File: src/hdl/wtt_pkg.sv
// ----------------------------------------------------------------------------
// Winograd tile transform package
// Result widths, mode codes, row counts and shared types.
// ----------------------------------------------------------------------------
package wtt_pkg;

   localparam int OUT_WIDTH   = 28;
   localparam int ROW_ELEMS   = 4;
   localparam int RSP_TDATA_W = ((ROW_ELEMS * OUT_WIDTH + 7) / 8) * 8;
   localparam int CNT_W       = 3;

   // transform_mode codes
   localparam logic MODE_INPUT  = 1'b0;
   localparam logic MODE_OUTPUT = 1'b1;

   // index of the row that completes a tile
   localparam logic [1:0] ROW_LAST = 2'd3;

   // result rows per tile
   localparam logic [CNT_W-1:0] ROWS_INPUT  = 3'd4;
   localparam logic [CNT_W-1:0] ROWS_OUTPUT = 3'd2;

   // one result row, column 0 in the low bits
   typedef logic [ROW_ELEMS-1:0][OUT_WIDTH-1:0] out_row_type;

   typedef struct packed {
      logic             load;
      logic [CNT_W-1:0] count;
   } bank_ctrl_type;

   typedef struct packed {
      logic free;
   } bank_status_type;

endpackage

File: src/hdl/wtt_transform.sv
// ----------------------------------------------------------------------------
// Winograd tile transform datapath
// Two add/sub passes (columns, then rows) over one 4x4 tile, with saturation.
// ----------------------------------------------------------------------------
module wtt_transform #(
   parameter int DATA_WIDTH = 24
) (
   input  logic [3:0][3:0][DATA_WIDTH-1:0] tile,
   input  logic                            mode,
   output wtt_pkg::out_row_type [3:0]      rows
);
   import wtt_pkg::*;

   localparam int AW = DATA_WIDTH + 2;
   localparam int BW = DATA_WIDTH + 4;
   localparam int MW = (BW > OUT_WIDTH) ? BW : OUT_WIDTH;
   localparam logic signed [MW-1:0] SAT_HI = MW'((2 ** (OUT_WIDTH - 1)) - 1);
   localparam logic signed [MW-1:0] SAT_LO = -SAT_HI - MW'(1);

   // clamp a row sum into the result range
   function automatic logic [OUT_WIDTH-1:0] sat(input logic signed [BW-1:0] v);
      logic signed [MW-1:0] e;
      e = MW'(v);
      if (e > SAT_HI) begin
         e = SAT_HI;
      end else if (e < SAT_LO) begin
         e = SAT_LO;
      end
      return OUT_WIDTH'(e);
   endfunction

   logic signed [AW-1:0] x [4][4];
   logic signed [AW-1:0] a [4][4];
   logic signed [BW-1:0] y [4][4];

   // column pass: combine rows
   always_comb begin
      for (int r = 0; r < 4; r++) begin
         for (int c = 0; c < 4; c++) begin
            x[r][c] = AW'($signed(tile[r][c]));
         end
      end
      for (int c = 0; c < 4; c++) begin
         if (mode == MODE_OUTPUT) begin
            a[0][c] = x[0][c] + x[1][c] + x[2][c];
            a[1][c] = x[1][c] - x[2][c] - x[3][c];
            a[2][c] = '0;
            a[3][c] = '0;
         end else begin
            a[0][c] = x[0][c] - x[2][c];
            a[1][c] = x[1][c] + x[2][c];
            a[2][c] = x[2][c] - x[1][c];
            a[3][c] = x[1][c] - x[3][c];
         end
      end
   end

   // row pass: combine columns, then saturate
   always_comb begin
      for (int r = 0; r < 4; r++) begin
         for (int c = 0; c < 4; c++) begin
            y[r][c] = BW'(a[r][c]);
         end
         if (mode == MODE_OUTPUT) begin
            rows[r][0] = sat(y[r][0] + y[r][1] + y[r][2]);
            rows[r][1] = sat(y[r][1] - y[r][2] - y[r][3]);
            rows[r][2] = '0;
            rows[r][3] = '0;
         end else begin
            rows[r][0] = sat(y[r][0] - y[r][2]);
            rows[r][1] = sat(y[r][1] + y[r][2]);
            rows[r][2] = sat(y[r][2] - y[r][1]);
            rows[r][3] = sat(y[r][1] - y[r][3]);
         end
      end
   end

endmodule

File: src/hdl/wtt_result_bank.sv
// ----------------------------------------------------------------------------
// Winograd tile transform result bank
// Holds the result rows of one tile and shifts them out one per response.
// ----------------------------------------------------------------------------
module wtt_result_bank (
   input  logic                         clock,
   input  logic                         reset,
   input  wtt_pkg::bank_ctrl_type       ctrl,
   input  wtt_pkg::out_row_type [3:0]   rows,
   input  logic                         rsp_ready,
   output logic                         rsp_valid,
   output logic                         rsp_last,
   output wtt_pkg::out_row_type         rsp_row,
   output wtt_pkg::bank_status_type     status
);
   import wtt_pkg::*;

   out_row_type [3:0] bank_ff, bank_in;
   logic [CNT_W-1:0]  cnt_ff, cnt_in;
   logic              take;

   assign rsp_valid = (cnt_ff != '0);
   assign rsp_last  = (cnt_ff == CNT_W'(1));
   assign rsp_row   = bank_ff[0];
   assign take      = rsp_valid && rsp_ready;

   // free when empty, or when the final row leaves this cycle
   assign status.free = (cnt_ff == '0) || (rsp_last && rsp_ready);

   // load a whole tile, or shift one row out
   always_comb begin
      bank_in = bank_ff;
      cnt_in  = cnt_ff;
      if (ctrl.load) begin
         bank_in = rows;
         cnt_in  = ctrl.count;
      end else if (take) begin
         for (int i = 0; i < 3; i++) begin
            bank_in[i] = bank_ff[i+1];
         end
         cnt_in = cnt_ff - CNT_W'(1);
      end
   end

   always_ff @(posedge clock) begin
      if (reset) begin
         cnt_ff <= '0;
      end else begin
         cnt_ff <= cnt_in;
      end
   end

   always_ff @(posedge clock) begin
      bank_ff <= bank_in;
   end

endmodule

File: src/hdl/winograd_f2x2_3x3_tile_transform_core.sv
// ----------------------------------------------------------------------------
// Winograd F(2x2,3x3) tile transform core
// Row-streamed B^T x B (input mode) or A^T m A (output mode) on 4x4 tiles.
// ----------------------------------------------------------------------------
// A tile arrives as four row requests: each row goes into an input register,
// rows 0 to 2 move into the tile store, and row 3 drives the transform logic,
// whose rows load a result bank when row 3 moves on. Results leave one row
// per cycle while rsp_tready is high, four in input mode and two in output
// mode, with tlast on the final row; the first result row reaches the
// response port through the input register and then the result bank
// register. The result bank alone sets the sustained rate: row 3 of a tile
// waits in the input register until the previous tile's final result row
// is taken, so with rsp_tready held high the core runs at one request per
// cycle.
module winograd_f2x2_3x3_tile_transform_core #(
   parameter int DATA_WIDTH = 24
) (
   input  logic                                  clock,
   input  logic                                  reset,
   // configuration: transform_mode
   input  logic                                  csr_valid,
   output logic                                  csr_ready,
   input  logic                                  csr_data,
   // request: elem0, elem1, elem2, elem3 (DATA_WIDTH bits each, signed)
   input  logic                                  req_tvalid,
   output logic                                  req_tready,
   input  logic [((4*DATA_WIDTH+7)/8)*8-1:0]     req_tdata,
   // response: out0, out1, out2, out3 (28 bits each, signed)
   output logic                                  rsp_tvalid,
   input  logic                                  rsp_tready,
   output logic [wtt_pkg::RSP_TDATA_W-1:0]       rsp_tdata,
   output logic                                  rsp_tlast
);
   import wtt_pkg::*;

   logic                           mode_ff, mode_in;
   logic [1:0]                     row_cnt_ff, row_cnt_in;
   logic                           in_vld_ff, in_vld_in;
   logic [1:0]                     in_idx_ff;
   logic [3:0][DATA_WIDTH-1:0]     in_row_ff;
   logic [2:0][3:0][DATA_WIDTH-1:0] tile_ff;
   logic [3:0][3:0][DATA_WIDTH-1:0] tile_all;
   logic                           req_acc;
   logic                           advance;
   out_row_type [3:0]              xf_rows;
   out_row_type                    rsp_row;
   bank_ctrl_type                  bank_ctrl;
   bank_status_type                bank_status;

   // configuration register
   assign csr_ready = 1'b1;
   assign mode_in   = (csr_valid && csr_ready) ? csr_data : mode_ff;

   // input register moves on unless row 3 finds the bank busy
   assign advance    = in_vld_ff && ((in_idx_ff != ROW_LAST) || bank_status.free);
   assign req_tready = !in_vld_ff || advance;
   assign req_acc    = req_tvalid && req_tready;

   always_comb begin
      row_cnt_in = row_cnt_ff;
      in_vld_in  = in_vld_ff;
      if (req_acc) begin
         row_cnt_in = row_cnt_ff + 2'd1;
         in_vld_in  = 1'b1;
      end else if (advance) begin
         in_vld_in = 1'b0;
      end
   end

   always_ff @(posedge clock) begin
      if (reset) begin
         mode_ff    <= MODE_INPUT;
         row_cnt_ff <= '0;
         in_vld_ff  <= 1'b0;
      end else begin
         mode_ff    <= mode_in;
         row_cnt_ff <= row_cnt_in;
         in_vld_ff  <= in_vld_in;
      end
   end

   // row payload and tile store
   always_ff @(posedge clock) begin
      if (req_acc) begin
         in_idx_ff <= row_cnt_ff;
         for (int c = 0; c < 4; c++) begin
            in_row_ff[c] <= req_tdata[c*DATA_WIDTH +: DATA_WIDTH];
         end
      end
      if (advance && (in_idx_ff != ROW_LAST)) begin
         tile_ff[in_idx_ff] <= in_row_ff;
      end
   end

   assign tile_all = {in_row_ff, tile_ff};

   wtt_transform #(
      .DATA_WIDTH (DATA_WIDTH)
   ) u_transform (
      .tile (tile_all),
      .mode (mode_ff),
      .rows (xf_rows)
   );

   // load the bank when the completing row moves on
   assign bank_ctrl.load  = advance && (in_idx_ff == ROW_LAST);
   assign bank_ctrl.count = (mode_ff == MODE_OUTPUT) ? ROWS_OUTPUT : ROWS_INPUT;

   wtt_result_bank u_bank (
      .clock     (clock),
      .reset     (reset),
      .ctrl      (bank_ctrl),
      .rows      (xf_rows),
      .rsp_ready (rsp_tready),
      .rsp_valid (rsp_tvalid),
      .rsp_last  (rsp_tlast),
      .rsp_row   (rsp_row),
      .status    (bank_status)
   );

   assign rsp_tdata = RSP_TDATA_W'(rsp_row);

endmodule

File: config.mk
export PLATFORM = sky130hd
export DESIGN_NAME = winograd_f2x2_3x3_tile_transform_core
export DESIGN_NICKNAME = d
export VERILOG_FILES = /design/src/hdl/wtt_pkg.sv /design/src/hdl/wtt_transform.sv /design/src/hdl/wtt_result_bank.sv /design/src/hdl/winograd_f2x2_3x3_tile_transform_core.sv
export SDC_FILE = /design/constraint.sdc
export NUM_CORES = 2
export LEC_CHECK = 0
export ABC_CLOCK_PERIOD_IN_PS = 14700
export BUFFER_PORTS_ARGS = -buffer_cell sky130_fd_sc_hd__buf_2
export CELL_PAD_IN_SITES_DETAIL_PLACEMENT = 1
export CELL_PAD_IN_SITES_GLOBAL_PLACEMENT = 2
export CORE_MARGIN = 4
export CORE_UTILIZATION = 41
export CTS_CLUSTER_DIAMETER = 80
export DETAILED_ROUTE_END_ITERATION = 16
export GPL_TIMING_DRIVEN = 0
export PLACE_DENSITY_LB_ADDON = 0.3
export SETUP_SLACK_MARGIN = 0.4
export SYNTH_ARGS = -nofsm -noshare
export SYNTH_HDL_FRONTEND = slang
export SYNTH_SLANG_ARGS = --single-unit
File: constraint.sdc
create_clock -name clock -period 14.7 [get_ports clock]
set_input_delay 2.94 -clock clock [delete_from_list [all_inputs] [get_ports clock]]
set_output_delay 2.94 -clock clock [all_outputs]
set_load 0.005 [all_outputs]
# ---- Word-level counts from Yosys, hierarchy flattened
# Cells that the tools add are included.
dict set report op_classes {
  add_sub_neg 66
  eq_ne 3
  n_mux 78
  n_lt_le_gt_ge 50
  n_reduce_logical 17
}
# operator count
set ops {}
lappend ops {{2-to-1 mux 28 bit} 46}
lappend ops {{greater-than comparator 28 bit, second input constant} 24}
lappend ops {{less-than comparator 28 bit, second input constant} 24}
lappend ops {{2-to-1 mux 336 bit} 2}
lappend ops {{subtractor 26 x 26 -> 27 bit} 16}
lappend ops {{2-to-1 mux 26 bit} 16}
lappend ops {{subtractor 24 x 24 -> 25 bit} 16}
lappend ops {{2-to-1 mux 112 bit} 3}
lappend ops {{bitwise mux 288 bit} 1}
lappend ops {{adder 26 x 26 -> 27 bit} 8}
lappend ops {{adder 24 x 24 -> 25 bit} 8}
lappend ops {{demux 96 bit (select 2 bit)} 1}
lappend ops {{adder 27 x 26 -> 28 bit} 4}
lappend ops {{subtractor 27 x 26 -> 28 bit} 4}
lappend ops {{adder 25 x 24 -> 26 bit} 4}
lappend ops {{subtractor 25 x 24 -> 26 bit} 4}
lappend ops {{2-to-1 mux 96 bit} 1}
lappend ops {{2-to-1 mux 56 bit} 1}
lappend ops {{2-to-1 mux 27 bit} 2}
lappend ops {{2-to-1 mux 3 bit} 3}
lappend ops {{logical AND 1 bit} 7}
lappend ops {{nonzero test 2 bit} 2}
lappend ops {{OR reduction 2 bit} 2}
lappend ops {{== test 3 x 1 -> 1 bit, second input constant} 1}
lappend ops {{11 further kinds} 14}
dict set report totals {
  in_bits 102
  out_inout_bits 116
  wordCells 253
  reg_bits 841
}

# ---- Longest topological paths before layout
dict set report depth {
  word_depth 10
  mapped_depth 30
  depth_no_buf 30
}

# ---- Hierarchy
# A second synthesis with hierarchy kept.
dict set report unflattened {
  hier_cells 11304
  area_unflattened_um2 102241.8
}
# mod n_inst seq_area_each_um2 cells_each area_each_um2
set modules_own_cells {}
lappend modules_own_cells {wtt_transform 1 0.0 9929 71003.1}
lappend modules_own_cells {wtt_result_bank 1 13513.0 961 19409.9}
lappend modules_own_cells {winograd_f2x2_3x3_tile_transform_core 1 11671.2 414 11828.8}

# ---- Least setup slack after synthesis
# Ideal clock, no wire load.
dict set report synth_path {
  path_kind {input to register}
  from {in rsp_tready}
  to {reg u_bank.bank_ff[112] (netlist name), enable pin}
  path_slack_ps 2528
  arrival_time_ps 11420
  t_required_ps 13947
  cell_stages 7
  path_buffers 3
  setup_time_ps 753
  cell_sequence {a21oi_1 -> o211ai_1 -> nand4_1 -> clkbuf_1 -> clkbuf_1 -> clkbuf_1 -> nand2b_1}
}
dict set report synth_via {
  elab_chain_cells 6
  elab_cells_between_ends 7
  cone_classes {reduce/logical (7)}
}
# element line_no
set synth_lines {}
lappend synth_lines {{start: declaration} winograd_f2x2_3x3_tile_transform_core.sv:30} ;# input logic rsp_tready,
lappend synth_lines {{logical AND 1 bit} wtt_result_bank.sv:28} ;# assign status.free = (cnt_ff == '0) || (rsp_last && rsp_ready);
lappend synth_lines {{logical OR 1 bit} wtt_result_bank.sv:28}
lappend synth_lines {{logical OR 1 bit} winograd_f2x2_3x3_tile_transform_core.sv:55} ;# assign advance = in_vld_ff && ((in_idx_ff != ROW_LAST) || bank_status.free);
lappend synth_lines {{logical AND 1 bit} winograd_f2x2_3x3_tile_transform_core.sv:55}
lappend synth_lines {{logical AND 1 bit} winograd_f2x2_3x3_tile_transform_core.sv:106} ;# assign bank_ctrl.load = advance && (in_idx_ff == ROW_LAST);
lappend synth_lines {{nonzero test 2 bit (no line) (*)} --}
lappend synth_lines {{end signal: assignment} wtt_result_bank.sv:54} ;# bank_ff <= bank_in;
lappend synth_lines {{end: declaration} wtt_result_bank.sv:18} ;# out_row_type [3:0] bank_ff, bank_in;
# Mark *: on every way between the ends. The rest lies on a longest branch, timed or not.
# A chain may end at the register's enable or synchronous reset.

==> metrics <==
CP max stage cell=dfxtp_1; clock group share of total power=0.181; cts hold-fix bufs=0; final hold vios=0; DRC viols=0; Initial DRC Count=~14k; Final Setup Violations=0; root buffer cell=clkbuf_16; pwr/cell area=144 nW/µm²; Detailed Routing Iterations Pass 1=6; gr ovfl total=0; Synth Register Bits=roughly 830; max cap viols=30; post-cts sizing count=0; Sw Share=0.498; Clock Skew=about 0.048 ns; worst-case clock buffer depth=3; Die Width=509 µm; Hold Path Class=flop to flop; Yosys warning total=0; family with the most delay on the worst path=buffers and inverters; initial antenna violation count=94; crit-path cells=buf_2 -> clkinv_1 -> clkbuf_1 -> clkbuf_1 -> clkbuf_2 -> clkbuf_1 -> nand2_1 -> inv_1 -> fa_1 -> ha_1 -> fa_1 -> a21oi_1 -> o21ai_0 -> a2111oi_0 -> o21ai_0 -> a31oi_1 -> a211oi_2 -> o21ai_0 -> a31oi_1 -> nor4_1 -> a311o_1; Worst Tran Pin Value=1.76 ns; all-layer global routing usage=0.467; Synth Area per Inst=8.67 µm²; required time of the critical path=about 15 ns; FMAX=between 80 and 90 MHz; failing checks=max-capacitance violations, max-slew violations; Die H=approximately 510 µm; Final Critical Period=between 10 and 15 ns; Row Count=approximately 180; # fillers=just under 30k; Max IR drop VDD=around 0.00011 V; clk slew on worst S/H paths=0.06 ns; CTS tree=built; register area share after synthesis=0.243; Final TNS setup=0 ns; Post-Synthesis Cells=approximately 12k; Synth Flop Type=edfxtp_1; combinational share of power=0.609; CTS Sinks=833; critical path type=flop to flop; vias in the first global route=between 100k and 150k; pin count of the biggest net entering global routing=70; total CTS buffers=about 120; core area=~250,000 µm²; Reg power frac=0.210; EDFF count, synth=roughly 830; placed cells=15.5k; RSZ-0062 raised after global routing=no; # IOs=218; total power=roughly 17 mW; Vias/cell=about 6.6; H-tree level count=3; Non-Filler Instances=15.8k; Port Buffer Count=~220; share of cells above drive strength 1=0.0843; leakage=between 50 and 60 nW; Yosys cell types=111; initial core utilization=0.413; post-route ant nets=0; CP max FO=10; Power Internal=8.28 mW; DIE AREA=259,000 µm²; synthesized cell area=103,000 µm²; Placer Congestion=about 1.1; Setup Fix Bufs, Post-CTS=0; Setup crit end kind=flop; Final Cycle Share=0.837; WL final=around 620,000 µm; routed len/inst=about 39 µm; CP bufs+invs=7; Worst EP arrival=12.88 ns; Layout area overhead=11.7%; Switch Pwr=between 8 and 9 mW; Skew-Pair Late Insertion Delay=between 0.8 and 0.9 ns; syn_nets=13.6k; delay of the slowest cell on the worst path=approximately 1.4 ns; first-pass GRT wire length=about 830,000 µm; Slew HR=-0.184; status=finished with violations; Final HPWL DP=between 500,000 and 600,000 µm; CP startpoint kind=flop; DR vias=~100k; Final #Nets=14.1k; max-slew violations=around 180; share of async-settable or async-resettable flops after synthesis=0
==> synthesized netlist by cell type, types with 55 or more instances <==
cell type | number | area share
nor2b_1 | 167 | 0.010
or2_2 | 57 | 0.0035
o31ai_1 | 88 | 0.0064
nand4_1 | 55 | 0.0033
a21oi_1 | 977 | 0.048
mux2_2 | 85 | 0.0093
o21a_1 | 201 | 0.015
nor3_1 | 247 | 0.012
buf_4 | 113 | 0.0083
and3_1 | 93 | 0.0057
a21o_1 | 441 | 0.032
or3_1 | 93 | 0.0057
and2_1 | 71 | 0.0043
nand3_1 | 187 | 0.0091
edfxtp_1 | 826 | 0.24
inv_1 | 1063 | 0.039
mux2i_1 | 94 | 0.0092
clkbuf_1 | 313 | 0.011
nor2_1 | 917 | 0.033
o21bai_1 | 171 | 0.012
a211oi_1 | 103 | 0.0075
ha_1 | 1207 | 0.15
xor2_1 | 245 | 0.021
o211ai_1 | 82 | 0.0060
a31oi_1 | 144 | 0.0088
nand2_1 | 958 | 0.035
fa_1 | 436 | 0.085
xnor2_1 | 611 | 0.052
o21ai_0 | 780 | 0.038
nand2b_1 | 175 | 0.011
==> worst reg2reg max path, cell delays in order, from the launching register on <==
cell       delay, ns
dfxtp_1         1.35
buf_2           1.03
clkinv_1        1.03
clkbuf_1        0.71
clkbuf_1        0.80
clkbuf_2        0.72
clkbuf_1        0.74
nand2_1         0.46
inv_1           0.22
fa_1            0.53
ha_1            0.21
fa_1            0.23
a21oi_1         0.07
o21ai_0         0.59
a2111oi_0       0.35
o21ai_0         0.62
a31oi_1         0.46
a211oi_2        0.91
o21ai_0         0.31
a31oi_1         0.31
nor4_1          0.09
a311o_1         0.32
==> layout make-up <==
cell class                      count  area [µm²]  area share
Buffer                            485        2410      0.0210
Timing Repair Buffer              356        3470      0.0302
Clock buffer                      135        3040      0.0264
Multi-Input combinational cell   9471       71800       0.625
Clock inverter                     81         843     0.00734
Sequential cell                   833       24900       0.217
Antenna cell                       69         173     0.00150
Inverter                         1066        4000      0.0348
Tap cell                         3330        4170      0.0363
==> metrics by stage <==
| step | hold WS (ns) | area [µm²] | setup WS [ns] | utilization |
|---|---|---|---|---|
| global placement | 0.433 | 108000 | -6.21 | 0.434 |
| detailed placement | 0.461 | 111000 | 3.33 | 0.444 |
| global route | 0.489 | 115000 | 2.93 | 0.460 |
| floorplan | 0.428 | 103000 | 2.53 | - |
| CTS | 0.471 | 114000 | 3.32 | 0.459 |
| finish | 0.470 | 115000 | 2.40 | 0.461 |
==> layer usage <==
layer,track usage,part of all wire,vias up
li1,-,-,43400
met5,0,0.00042,-
met2,0.708,0.43,6104
met4,0.319,0.082,40
met1,0.567,0.38,52900
met3,0.142,0.11,1513
==> state kept, by name (all words and copies together), names as in the netlist <==
name            count
u_bank.bank_ff    330
tile_all          288
u_bank.rsp_row    110
mode_ff             1
in_vld_ff           1
in_idx_ff           2
row_cnt_ff          2
in_row_ff          96
u_bank.cnt_ff       3
==> cells in the final DEF (no fill, tap or decap), types with 51 or more instances in the layout <==
master,n
and2_1,70
o31ai_1,85
inv_1,1063
o211ai_1,82
buf_12,61
edfxtp_1,826
or2_2,57
a21oi_1,974
a31oi_1,143
and3_1,93
o21ai_0,761
nor2b_1,167
mux2i_1,91
xor2_1,243
nor3_1,247
buf_2,265
diode_2,69
or3_1,93
clkbuf_16,117
a21o_1,441
ha_1,1207
mux2_2,85
nor4_1,51
clkbuf_2,86
a211oi_1,99
buf_4,128
fa_1,436
nand2_1,958
o21a_1,201
nand4_1,55
o21bai_1,171
clkbuf_1,242
xnor2_1,605
nand3_1,187
nor2_1,915
nand2b_1,174
==> final timing paths <==
check | startpoint | to | slack (ns) | depth (start not counted)
max | mode_ff$_SDFFE_PP0P_ | u_bank.bank_ff[363]$_DFFE_PP_ | 2.40 | 21
min | row_cnt_ff[1]$_SDFFE_PP0P_ | in_idx_ff[1]$_DFFE_PP_ | 0.47 | 0
max reg2reg | mode_ff$_SDFFE_PP0P_ | u_bank.bank_ff[363]$_DFFE_PP_ | 2.40 | 21
min reg2reg | row_cnt_ff[1]$_SDFFE_PP0P_ | in_idx_ff[1]$_DFFE_PP_ | 0.47 | 0
==> cells by family (layout without fill, tap and decap cells) <==
kind of cell,count (synthesis),in the layout,synth area share
AO/OA/AOI/OAI,3583,3583,0.226
AND/OR/NAND/NOR,3206,3206,0.147
adder cells (fa/ha/maj),1643,1643,0.232
buffers and inverters,1551,2123,0.0609
XOR/XNOR,856,856,0.0729
flip-flops,833,833,0.243
multiplexers,182,182,0.0188
other,1,70,0.0000365
==> power groups by stage <==
stage	Sequential, mW	Combinational, mW	Clock [mW]
floorplan	3.51	6.08	0
global placement	3.76	9.23	0
detailed placement	3.49	9.57	0
CTS	3.44	9.64	2.99
global route	3.47	10.5	3.09
finish	3.47	10.0	2.99
No activity file was read; power rests on OpenSTA's default activity.
